===== config.mk =====
export PLATFORM = sky130hd
export DESIGN_NAME = stepper_wave_drive_positioner
export DESIGN_NICKNAME = d
export VERILOG_FILES = /design/src/hdl/swdp_pkg.sv /design/src/hdl/stepper_wave_drive_positioner.sv
export SDC_FILE = /design/constraint.sdc
export NUM_CORES = 1
export LEC_CHECK = 0
export ABC_AREA = 1
export BUFFER_PORTS_ARGS = -buffer_cell sky130_fd_sc_hd__buf_4
export CAP_MARGIN = 20
export CORE_MARGIN = 1
export CORE_UTILIZATION = 25
export DETAILED_ROUTE_END_ITERATION = 6
export RECOVER_POWER = 50
export SLEW_MARGIN = 5
export SYNTH_ARGS = -nofsm -noshare
export SYNTH_HDL_FRONTEND = slang
export SYNTH_SLANG_ARGS = --single-unit

===== constraint.sdc =====
create_clock -name clock -period 12.7 [get_ports clock]
set_input_delay 2.54 -clock clock [delete_from_list [all_inputs] [get_ports clock]]
set_output_delay 2.54 -clock clock [all_outputs]
set_load 0.01 [all_outputs]

===== src/hdl/swdp_pkg.sv =====
// Shared types and constants for the stepper wave-drive positioner.
// No dependencies; imported by stepper_wave_drive_positioner.
`timescale 1ns / 1ps

package swdp_pkg;

   localparam int TARGET_W = 9;
   localparam int COIL_W   = 4;
   localparam int ANGLE_W  = 10;
   localparam int COUNT_W  = 16;
   localparam int DEG_W    = 9;
   localparam int REQ_DATA_W = 16;
   localparam int RSP_DATA_W = 24;

   localparam logic [DEG_W-1:0] DEG_PER_REV = DEG_W'(360);
   localparam logic [COUNT_W-1:0] COUNT_MIN = 16'h8000;
   localparam logic [1:0] LAST_PHASE = 2'd3;

   typedef enum logic [1:0] {
      DIR_CCW  = 2'd0,
      DIR_CW   = 2'd1,
      DIR_HOLD = 2'd2
   } direction_type;

endpackage


===== src/hdl/stepper_wave_drive_positioner.sv =====
// Stepper wave-drive positioner: steps a unipolar motor toward a target angle.
// Depends on swdp_pkg.
`timescale 1ns / 1ps

// Each accepted word carries a target angle in whole degrees and yields exactly
// one result word in the next cycle: the coil levels, a done flag, the direction
// taken and the whole-degree angle after the step. The block takes one word per
// cycle; throughput is set by the single register stage that holds the position
// state, and a result waiting on a stalled output blocks the input until taken.
// Clockwise steps walk coils A,B,C,D and counter-clockwise steps walk D,C,B,A,
// each with its own phase. Every fourth phase moves the position count by one
// unit of 360/PASSES_PER_REV degree. The angle is tracked incrementally as a
// magnitude in degrees (mod 360) plus a remainder, so no divider is needed; the
// sign follows the position count. Target angles above 359 are never reached.
module stepper_wave_drive_positioner #(
   parameter int PASSES_PER_REV = 512
) (
   input  logic                            clock,
   input  logic                            reset,
   input  logic                            req_tvalid,
   output logic                            req_tready,
   // [8:0] target_angle, [15:9] zero
   input  logic [swdp_pkg::REQ_DATA_W-1:0] req_tdata,
   output logic                            rsp_tvalid,
   input  logic                            rsp_tready,
   // [3:0] coil_drive, [4] done_res, [6:5] direction, [16:7] angle_now,
   // [23:17] zero
   output logic [swdp_pkg::RSP_DATA_W-1:0] rsp_tdata
);
   import swdp_pkg::*;

   localparam int RB = (PASSES_PER_REV > 1) ? $clog2(PASSES_PER_REV) : 1;
   localparam int SW = RB + 1;
   localparam int DEG_STEP = 360 / PASSES_PER_REV;
   localparam int REM_STEP = 360 % PASSES_PER_REV;
   localparam logic [SW-1:0] REM_STEP_S = SW'(REM_STEP);
   localparam logic [SW-1:0] PASSES_S = SW'(PASSES_PER_REV);
   localparam logic [SW-1:0] REM_BACK_S = SW'(PASSES_PER_REV - REM_STEP);
   localparam logic [ANGLE_W-1:0] DEG_STEP_A = ANGLE_W'(DEG_STEP);
   localparam logic [ANGLE_W-1:0] FULL_TURN = ANGLE_W'(360);

   logic [COUNT_W-1:0] count_ff, count_in;
   logic [DEG_W-1:0]   mag_ff, mag_in;
   logic [RB-1:0]      rem_ff, rem_in;
   logic [1:0]         cw_phase_ff, cw_phase_in;
   logic [1:0]         ccw_phase_ff, ccw_phase_in;
   logic [COIL_W-1:0]  coil_ff, coil_in;
   logic               rsp_valid_ff;
   logic [RSP_DATA_W-1:0] rsp_data_ff, rsp_data_in;

   logic                     accept;
   logic [TARGET_W-1:0]      target;
   logic signed [ANGLE_W-1:0] angle_cur, angle_new, angle_out;
   logic signed [ANGLE_W:0]  angle_cmp, target_cmp;
   logic                     step_up, step_dn, pass_done, grow;
   direction_type            dir;
   logic [SW-1:0]            rem_ext, rem_sum, rem_up, rem_dn;
   logic                     carry, borrow;
   logic [ANGLE_W-1:0]       mag_ext, deg_sum, deg_up, deg_sub, deg_dn, mag_new_ext;

   assign req_tready = ~rsp_valid_ff | rsp_tready;
   assign accept     = req_tvalid & req_tready;
   assign target     = req_tdata[TARGET_W-1:0];

   always_comb begin
      mag_ext   = {1'b0, mag_ff};
      angle_cur = count_ff[COUNT_W-1] ? signed'(ANGLE_W'(0) - mag_ext) : signed'(mag_ext);
      angle_cmp  = {angle_cur[ANGLE_W-1], angle_cur};
      target_cmp = signed'({2'b00, target});
      step_up = angle_cmp < target_cmp;
      step_dn = angle_cmp > target_cmp;

      // Moving the count away from zero grows the magnitude. The count is
      // continuous in magnitude across the 16-bit wrap, except that stepping
      // down from the most negative value shrinks it.
      if (step_up) begin
         grow = ~count_ff[COUNT_W-1];
      end else if (count_ff[COUNT_W-1]) begin
         grow = (count_ff != COUNT_MIN);
      end else begin
         grow = (count_ff == '0);
      end

      rem_ext = {1'b0, rem_ff};
      rem_sum = rem_ext + REM_STEP_S;
      carry   = rem_sum >= PASSES_S;
      rem_up  = carry ? rem_sum - PASSES_S : rem_sum;
      deg_sum = mag_ext + DEG_STEP_A + ANGLE_W'(carry);
      deg_up  = (deg_sum >= FULL_TURN) ? deg_sum - FULL_TURN : deg_sum;

      borrow  = rem_ext < REM_STEP_S;
      rem_dn  = borrow ? rem_ext + REM_BACK_S : rem_ext - REM_STEP_S;
      deg_sub = DEG_STEP_A + ANGLE_W'(borrow);
      deg_dn  = (mag_ext < deg_sub) ? mag_ext + FULL_TURN - deg_sub : mag_ext - deg_sub;

      count_in     = count_ff;
      mag_in       = mag_ff;
      rem_in       = rem_ff;
      cw_phase_in  = cw_phase_ff;
      ccw_phase_in = ccw_phase_ff;
      coil_in      = coil_ff;
      pass_done    = 1'b0;
      dir          = DIR_HOLD;

      if (step_up) begin
         dir         = DIR_CW;
         coil_in     = COIL_W'(1) << cw_phase_ff;
         pass_done   = (cw_phase_ff == LAST_PHASE);
         cw_phase_in = cw_phase_ff + 2'd1;
      end else if (step_dn) begin
         dir          = DIR_CCW;
         coil_in      = COIL_W'(8) >> ccw_phase_ff;
         pass_done    = (ccw_phase_ff == LAST_PHASE);
         ccw_phase_in = ccw_phase_ff + 2'd1;
      end

      if (pass_done) begin
         count_in = step_up ? count_ff + 16'd1 : count_ff - 16'd1;
         mag_in   = grow ? deg_up[DEG_W-1:0] : deg_dn[DEG_W-1:0];
         rem_in   = grow ? rem_up[RB-1:0] : rem_dn[RB-1:0];
      end

      mag_new_ext = {1'b0, mag_in};
      angle_new = count_in[COUNT_W-1] ? signed'(ANGLE_W'(0) - mag_new_ext)
                                      : signed'(mag_new_ext);
      angle_out = pass_done ? angle_new : angle_cur;

      rsp_data_in = {7'd0, angle_out, dir, (dir == DIR_HOLD), coil_in};
   end

   always_ff @(posedge clock) begin
      if (reset) begin
         count_ff     <= '0;
         mag_ff       <= '0;
         rem_ff       <= '0;
         cw_phase_ff  <= '0;
         ccw_phase_ff <= '0;
         coil_ff      <= '0;
         rsp_valid_ff <= 1'b0;
      end else begin
         if (accept) begin
            count_ff     <= count_in;
            mag_ff       <= mag_in;
            rem_ff       <= rem_in;
            cw_phase_ff  <= cw_phase_in;
            ccw_phase_ff <= ccw_phase_in;
            coil_ff      <= coil_in;
            rsp_valid_ff <= 1'b1;
         end else if (rsp_tready) begin
            rsp_valid_ff <= 1'b0;
         end
      end
   end

   always_ff @(posedge clock) begin
      if (accept) begin
         rsp_data_ff <= rsp_data_in;
      end
   end

   assign rsp_tvalid = rsp_valid_ff;
   assign rsp_tdata  = rsp_data_ff;

   // The tracked magnitude and remainder stay in range.
   a_mag_range: assert property (@(posedge clock) disable iff (reset)
      (mag_ff < DEG_PER_REV) && ({1'b0, rem_ff} < PASSES_S))
      else $error("angle magnitude or remainder out of range");

   // A zero count always carries a zero angle and remainder.
   a_zero_count: assert property (@(posedge clock) disable iff (reset)
      (count_ff == '0) |-> (mag_ff == '0) && (rem_ff == '0))
      else $error("zero position with nonzero angle state");

   // A step result drives exactly one coil and is never marked done.
   a_step_coil: assert property (@(posedge clock) disable iff (reset)
      (rsp_valid_ff && (rsp_data_ff[6:5] != DIR_HOLD))
         |-> $onehot(rsp_data_ff[3:0]) && !rsp_data_ff[4])
      else $error("step result with bad coil pattern or done flag");

   // A step without a completed pass leaves the position untouched.
   a_count_hold: assert property (@(posedge clock) disable iff (reset)
      (accept && !pass_done) |=> $stable(count_ff) && $stable(mag_ff))
      else $error("position moved without a completed pass");

endmodule

After elaboration in Yosys (flattened, before gate mapping) --
Cells that the tools add are included.
Word-level totals: flip-flop bits (word level) 60, word-level logic and storage cells 68
Cells by class: add/subtract/negate cells 15, magnitude comparators 6, equality and inequality tests 4, shift-type cells 2, multiplexer cells 22, bitwise logic cells 5, reduce and logical (&&, ||, !) cells 5
Operator list (count):
- 2-to-1 mux 9 bit | 7
- 2-to-1 mux 16 bit | 2
- 2-to-1 mux 10 bit | 3
- subtractor 1 x 9 -> 10 bit (first input constant) | 2
- subtractor 9 x 1 -> 9 bit | 2
- subtractor 9 bit (second input constant) | 2
- adder 16 x 1 -> 16 bit (second input constant) | 1
- logical NOT 16 bit | 1
- inequality test 16 bit (second input constant) | 1
- subtractor 16 x 1 -> 16 bit (second input constant) | 1
- adder 9 x 1 -> 10 bit | 1
- adder 9 x 9 -> 10 bit (second input constant) | 1
- greater-or-equal comparator 10 bit (second input constant) | 1
- greater-or-equal comparator 10 x 9 -> 1 bit (second input constant) | 1
- > comparator 10 bit | 1
- less-than comparator 10 bit | 1
- adder 9 x 8 -> 9 bit (second input constant) | 1
- adder 9 bit (second input constant) | 1
- less-than comparator 9 x 1 -> 1 bit | 1
- less-than comparator 9 bit (second input constant) | 1
- subtractor 9 x 1 -> 9 bit (second input constant) | 1
- 2-to-1 mux 4 bit | 2
- == test 2 bit (second input constant) | 3
- 2-to-1 mux 1 bit | 6
- other kinds (10) | 15

Longest topological paths before layout --
Gate-level depths: netlist of the first run.
depth after elaboration 10, gate-level depth with buffers 33

Worst setup path after synthesis of the first run --
OpenSTA, ideal clock, no wires.
path type input-to-reg, from in req_tdata[8] (netlist bit), to reg rsp_data_ff[14] (netlist: rsp_tdata[14]), data pin, arrival time 5.783 ns, path slack 6.668 ns, stages on the path 26, buffers on the path 1, path through inv_1 > ha_1 > nand2_1 > nor2_1 > a211oi_1 > nand2_1 > nand2_2 > buf_6 > clkinv_1 > ha_1 > nand3_1 > nand2_1 > a21oi_1 > o21ai_0 > nand2_1 > nand2_1 > nand2_1 > nand3_4 > xor2_4 > inv_2 > nand2_1 > inv_2 > nand2_1 > nand2_1 > nand2_1 > inv_1
On the way: cells in the longest elaborated chain, start to end 7
Ends and longest elaborated chain:
- start, declared | RTL line stepper_wave_drive_positioner.sv:23 | input logic [swdp_pkg::REQ_DATA_W-1:0] req_tdata,
- less-than comparator 10 bit / > comparator 10 bit (equally long branches) | RTL line stepper_wave_drive_positioner.sv:70, stepper_wave_drive_positioner.sv:71
- 2-to-1 mux 1 bit, on equally long branches | RTL line stepper_wave_drive_positioner.sv:76, stepper_wave_drive_positioner.sv:110
- 2-to-1 mux 9 bit / 2-to-1 mux 1 bit (equally long branches) | RTL line stepper_wave_drive_positioner.sv:119, stepper_wave_drive_positioner.sv:105
- 2-to-1 mux 9 bit | RTL line stepper_wave_drive_positioner.sv:117 | if (pass_done) begin
- subtractor 1 x 9 -> 10 bit | RTL line stepper_wave_drive_positioner.sv:124 | angle_new = count_in[COUNT_W-1] ? signed'(ANGLE_W'(0) - mag_new_ext)
- 2-to-1 mux 10 bit | RTL line stepper_wave_drive_positioner.sv:124
- 2-to-1 mux 10 bit * | RTL line stepper_wave_drive_positioner.sv:126 | angle_out = pass_done ? angle_new : angle_cur;
- named net angle_out[7] | RTL line stepper_wave_drive_positioner.sv:53 | logic signed [ANGLE_W-1:0] angle_cur, angle_new, angle_out;
- end signal, assigned | RTL line stepper_wave_drive_positioner.sv:157 | rsp_data_ff <= rsp_data_in;
- end, declared | RTL line stepper_wave_drive_positioner.sv:49 | logic [RSP_DATA_W-1:0] rsp_data_ff, rsp_data_in;
The timed path passes the listed nets; every way through them passes the cells marked *. A chain may end at the register's enable or synchronous reset.

Worst setup path in the final report of the first run --
Ends and elaborated chain as after synthesis.

==> results of run 1 <==
[critical path, stage by stage]
cell      delay (ns)
clkbuf_4        0.10
inv_1           0.03
ha_1            0.29
nand2_1         0.09
nor2_1          0.04
a211oi_1        0.29
nand2_1         0.22
nand2_1         0.54
clkinv_1        0.72
ha_1            0.60
nand3_1         0.09
nand2_1         0.11
a21oi_1         0.11
o21ai_0         0.42
nand2_1         0.17
nand2_1         0.10
nand2_1         0.08
nand3_4         0.11
xor2_4          0.26
inv_2           0.12
nand2_1         0.09
inv_2           0.04
nand2_1         0.05
nand2_1         0.04
nand2_1         0.05
inv_1           0.04
[cells by family (layout without fill, tap and decap cells)]
logic type	count (synthesis)	count (layout)
and+or+nand+nor	332	332
DFF	56	56
xor gates and xnor gates	37	37
adders and majority gates	56	56
buffers and inverters	117	131
AOI/OAI and AO/OA	125	125
other	1	7
[where the power goes]
group,switching (uW),internal [uW],total [uW]
clock network,67.1,86.2,153
registers,12.5,201,214
logic,140,72.0,212
total,220,359,579
[layout make-up]
cell class,instances,area (sq um)
multi-input combinational,557,3320
fill,2203,14200
sequential,56,1280
tap,265,332
timing repair buffer,32,173
clock buffer,7,154
inverter,91,347
clock inverter,1,8.76
[flip-flops by register name, summed over array words and instances, names as in the netlist]
register and count:
rsp_tvalid 1, rem_ff 6, rsp_tdata 16, ccw_phase_ff 2
count_ff 16, cw_phase_ff 2, coil_ff 4, mag_ff 9
[routing by layer]
layer / vias up / share of wire, % / global-route usage (%)
li1: 2374 / - / -
met1: 1916 / 49 / 14.6
met2: 74 / 46 / 18.5
met3: 8 / 4.0 / 0.975
met4: 0 / 1.1 / 2.68
met5: - / 0 / 0
[synth_stat cells, types with 2 or more instances]
master / number
fa_1: 2
nor2_1: 42
clkinv_1: 3
a21o_1: 2
nand2_2: 13
buf_6: 6
nor2_4: 4
nand2_1: 198
dfxtp_1: 40
nand3b_1: 3
or2_2: 2
xor2_1: 28
nor3_1: 5
clkbuf_1: 8
o211ai_1: 6
inv_1: 82
edfxtp_1: 16
nand3_1: 39
xnor2_1: 8
o21ai_2: 2
nand3_2: 6
o21ai_1: 6
o21ai_0: 39
buf_4: 10
inv_2: 5
nand4_1: 4
nand2_4: 5
o31ai_1: 2
a31oi_1: 4
nor2_8: 2
a211oi_1: 5
a21oi_1: 53
nor2_2: 7
ha_1: 54
[how the worst max path moves through the flow]
| stage | startpoint | end | slack, ns | cells past startpoint |
|---|---|---|---|---|
| final | req_tdata[8] | rsp_tdata[14] | 5.39 | 26 |
| after global routing | req_tdata[8] | rsp_tdata[14] | 4.86 | 26 |
| after CTS | req_tdata[8] | rsp_tdata[14] | 5.62 | 26 |
| after detailed placement | req_tdata[8] | rsp_tdata[14] | 5.31 | 26 |
| after global placement | req_tdata[8] | rsp_tdata[14] | 5.35 | 26 |
| after floorplan | req_tdata[8] | rsp_tdata[14] | 6.67 | 26 |
[stage by stage]
| step | power, uW | area, sq um | setup slack [ns] |
|---|---|---|---|
| 6_report | 579 | 5620 | 5.39 |
| 5_1_grt | 624 | 5620 | 4.86 |
| 4_1_cts | 592 | 5700 | 5.62 |
| 3_5_place_dp | 435 | 5530 | 5.31 |
| 3_3_place_gp | 434 | 5530 | 5.35 |
| 2_1_floorplan | 387 | 5140 | 6.67 |
[cells in the final DEF, fill, tap and decap left out, types with 2 or more instances in the layout]
cell,instances
o21ai_2,2
nand4_1,4
nand2_2,12
edfxtp_1,16
fa_1,2
nor2_2,7
nand3b_1,3
xor2_1,28
clkbuf_4,3
conb_1,7
clkbuf_16,6
o211ai_1,6
o21ai_1,6
nor2_8,2
a31oi_1,4
o31ai_1,2
inv_2,5
nor3_1,5
a21o_1,2
nand3_2,6
nand2_4,4
nand3_1,39
ha_1,54
buf_4,11
clkinv_1,3
inv_1,82
or2_2,2
nor2_1,42
o21ai_0,39
a211oi_1,5
xnor2_1,8
a21oi_1,53
nor2_4,4
nand2_1,200
clkbuf_1,19
dfxtp_1,40
==> impl_metrics.yaml, run 1 <==
status:
  status: "complete, no violations"
floorplanning:
  die_w_microns: 145
  die_area_sq_um: 21100
  io_pins: 46
  die_h_microns: 145
  rows: 51
  fp.coreArea_sq_um: 19800
  initial_core_util_pct: 25.9
critical_path:
  worstSetupPathType: "in -> reg"
  r2r_start: "mag_ff[4]"
  arrival_ns: 7.37
  path_max_fanout: 18
  rr_worst_depth: 29
  endpoint_kind: "flip-flop"
  cp.required_ns: 12.76
  start_kind: "primary input"
  r2r_end: "rsp_tdata[14]"
  r2r_setup_slack_ns: 6.00
yosys:
  yosysTopAreaCell: "dfxtp_1"
  synth-seq-cells: 56
  ys_seq_area_share_pct: 25.0
  synth_top_area_share_pct: 15.6
  syn-cell-area_sq_um: 5120
  yosys.area_share.simple_pct: 30.2
  ys_async_sr_fraction_pct: 0
  synth-adder-area-share_pct: 14.0
  synth_edf_count: 16
  synth_top_family_by_area: "simple AND/OR/NAND/NOR gates"
  synth_xor_area_share_pct: 6.69
  synthFlopType: "dfxtp_1"
  syn_inst: 724
  synth-compound-area-share_pct: 13.8
  synth.area.mux_share_pct: 0
  yosysUniqueCellTypes: 47
  avgSynthCellArea_sq_um: 7.07
  ys_warn_count: 0
  synth_area_leaders: "dfxtp_1 (16%), nand2_1 (15%), ha_1 (13%)"
clock_tree:
  cts_tree: "yes"
  htree_levels: 2
  cts_root_buf: "clkbuf_16"
  cts.hold.buffers_added: 0
  post_cts_buffers: 0
  cts_resized: 0
  clock_latency_ns: 0.30
  clockBufferDepth: 2
  clock_sinks: 56
  numCtsBuffers: 5
  clk_pin_slew_worst_paths_ns: 0.07
power:
  leakage_uw: 0.00267
  p_per_area_nw_per_um2: 103
  vdd_drop_max_v: 0.0000595
routing:
  wl_per_cell_microns: 11.1
  first_pass_iters: 5
  drc: 0
  drt-vias-per-instance: 4.33
  ant_nets: 0
  totalWireLength_microns: 11200
  drtIter0Drc: 264
  num_vias: 4372
min_path:
  min_path_cells: 2
  hp-class: "reg -> reg"
  worstHoldEndpoint: "coil_ff[1]"
  hold_start: "coil_ff[1]"
grt:
  antenna_found_initial: 0
  overflow: 0
  grt_usage_pct: 10.8
  grt_pass1_wl_microns: 19100
  grt_max_degree: 36
  grt_pass1_vias: 3926
timing:
  rsz0062_at_grt: "false"
  slew_headroom_pct: 44.9
  tightest_slew_ns: 0.822
  fin_skew_ns: 0.00978
  fin_setup_tns_ns: 0
  min_period_ns: 7.31
  setup_viol: 0
  fmaxAchievable_ghz: 0.137
  fin_crit_sh_pct: 57.6
  fin_hold_ws_ns: 0.468
  hold_violations: 0
  slew_violations: 0
place:
  post-place-cells: 1001
  globalplace.congestion: 0.837
  dp_hpwl_microns: 8350
  io_buffers: 31
final_layout:
  nets: 819
  stdcell_count: 1009
  area_delta_synth_final_pct: 9.72
  drive_above_1_share_pct: 9.54
  antenna_cells: 0
  fin_util_pct: 28.4
job:
  cap_violations: 0
No activity file was read; power rests on OpenSTA's default activity.
==> run 2: changes to the inputs <==
==> constraint.sdc (replaced) <==
create_clock -name clock -period 6.31 [get_ports clock]
set_input_delay 1.262 -clock clock [delete_from_list [all_inputs] [get_ports clock]]
set_output_delay 1.262 -clock clock [all_outputs]
set_load 0.01 [all_outputs]
==> impl_metrics.yaml, run 2 (synthesis results as in run 1) <==
clock_tree:
  clock_latency_ns: 0.30
  cts_resized: 0
  cts_tree: "yes"
  cts_root_buf: "clkbuf_16"
  htree_levels: 2
  clk_pin_slew_worst_paths_ns: 0.08
  post_cts_buffers: 0
  clockBufferDepth: 2
  numCtsBuffers: 5
  cts.hold.buffers_added: 0
  clock_sinks: 56
final_layout:
  area_delta_synth_final_pct: 10.4
  fillers: 2211
  stdcell_count: 1016
  final_common_cell: "nand2_1"
  drive_above_1_share_pct: 10.4
  antenna_cells: 0
  layout_common_cells: "nand2_1 (198), inv_1 (82), ha_1 (54), a21oi_1 (53), nor2_1 (42)"
  nets: 826
critical_path:
  rr_worst_depth: 31
  r2r_start: "mag_ff[2]"
  endpoint_kind: "flip-flop"
  cpMostUsedCell: "nand2_1"
  path_max_fanout: 8
  r2r_setup_slack_ns: 0.77
  worstSetupPathType: "reg -> reg"
  r2r_end: "rsp_tdata[14]"
  worstSetupPathDepth: 31
  crit_path_end: "rsp_tdata[14]"
  arrival_ns: 5.60
  slowest_delay_ns: 0.52
  cp.required_ns: 6.37
  critPathLaunch: "mag_ff[2]"
  start_kind: "flip-flop"
  worst-path-buf-inv: 5
  cp_top_family: "simple AND/OR/NAND/NOR gates"
  critPathSlowestCell: "dfxtp_1"
floorplanning:
  die_w_microns: 145
  die_area_sq_um: 21100
  die_h_microns: 145
  initial_core_util_pct: 25.9
  fp.coreArea_sq_um: 19800
  io_pins: 46
  rows: 51
grt:
  antenna_found_initial: 0
  grt_pass1_vias: 4053
  grt_max_degree: 35
  grt_usage_pct: 10.9
  grt_pass1_wl_microns: 19300
  overflow: 0
place:
  pre_cts_slack_ns: 0.776
  post-place-cells: 1008
  io_buffers: 31
  globalplace.congestion: 0.863
  dp_hpwl_microns: 8530
routing:
  ant_nets: 0
  num_vias: 4399
  first_pass_iters: 4
  drt-vias-per-instance: 4.33
  wl_per_cell_microns: 11.2
  drtIter0Drc: 213
  drc: 0
  totalWireLength_microns: 11400
power:
  vdd_drop_max_v: 0.000107
  p_per_area_nw_per_um2: 204
  leakage_uw: 0.00269
  internal_power_uw: 702
  p_sw_uw: 450
  swShare_pct: 39.0
  p_clk_share_pct: 25.1
  seq_power_share_pct: 37.0
  p_comb_share_pct: 37.9
timing:
  fin_setup_tns_ns: 0
  slew_headroom_pct: 35.7
  setup_slack_ns: 0.770
  min_period_ns: 5.54
  tightest_slew_ns: 0.965
  hold_violations: 0
  fmaxAchievable_ghz: 0.181
  setup_viol: 0
  fin_skew_ns: 0.00707
  rsz0062_at_grt: "false"
  slew_violations: 0
  fin_crit_sh_pct: 87.8
  fin_hold_ws_ns: 0.467
job:
  cap_violations: 0
status:
  status: "complete, no violations"
min_path:
  hp-class: "reg -> reg"
==> run 2: changes by cell type in the layout (fill, tap and decap cells not counted), moves of 2 or more <==
cell,previous run,this run
buf_4,11,17
clkbuf_1,19,21
clkbuf_4,3,1
nand2_1,200,198
==> run 2: worst reg2reg max path, delay by kind of cell (launching register included) <==
family / cells / cell delay [ns]
AOI/OAI and AO/OA: 5 / 1.13
buffers and inverters: 5 / 0.68
adders and majority gates: 3 / 0.98
and+or+nand+nor: 16 / 1.51
DFF: 1 / 0.52
xor gates and xnor gates: 2 / 0.49
==> run 2: final cells by class <==
cell class                 count  area [sq um]  share of cell area, %
multi-input combinational    557          3330                   59.0
inverter                      91           347                   6.13
clock inverter                 3          20.0                  0.354
clock buffer                   5           125                   2.21
timing repair buffer          39           214                   3.78
tap                          265           332                   5.87
sequential                    56          1280                   22.7
==> run 2: how the worst min path moves through the flow <==
stage                     startpoint  cells after the start  slack (ns)          to
after floorplan           coil_ff[0]                      2        0.43  coil_ff[0]
after global placement    coil_ff[0]                      2        0.45  coil_ff[0]
after detailed placement  coil_ff[0]                      2        0.46  coil_ff[0]
after CTS                 coil_ff[0]                      2        0.47  coil_ff[0]
after global routing      coil_ff[2]                      2        0.49  coil_ff[2]
final                     coil_ff[1]                      2        0.47  coil_ff[1]
==> run 2: layer usage <==
layer	global-route usage (%)	routed length (microns)
met5	0	0
met4	2.53	106
met3	1.04	303
met2	19.0	5320
met1	14.4	5660
==> run 2: power by group through the flow <==
| stage | clock network (uW) | registers, uW | logic [uW] |
|---|---|---|---|
| after floorplan | 0 | 436 | 343 |
| final | 289 | 426 | 437 |
| after global placement | 0 | 434 | 445 |
| after detailed placement | 0 | 435 | 448 |
| after global routing | 308 | 431 | 498 |
| after CTS | 297 | 427 | 450 |
==> run 2: stage by stage <==
step	power, uW	area [sq um]	utilization, %
after floorplan	779	5140	-
after global placement	879	5590	28.2
after detailed placement	883	5590	28.2
after CTS	1170	5730	29.0
after global routing	1240	5650	28.6
final	1150	5650	28.6
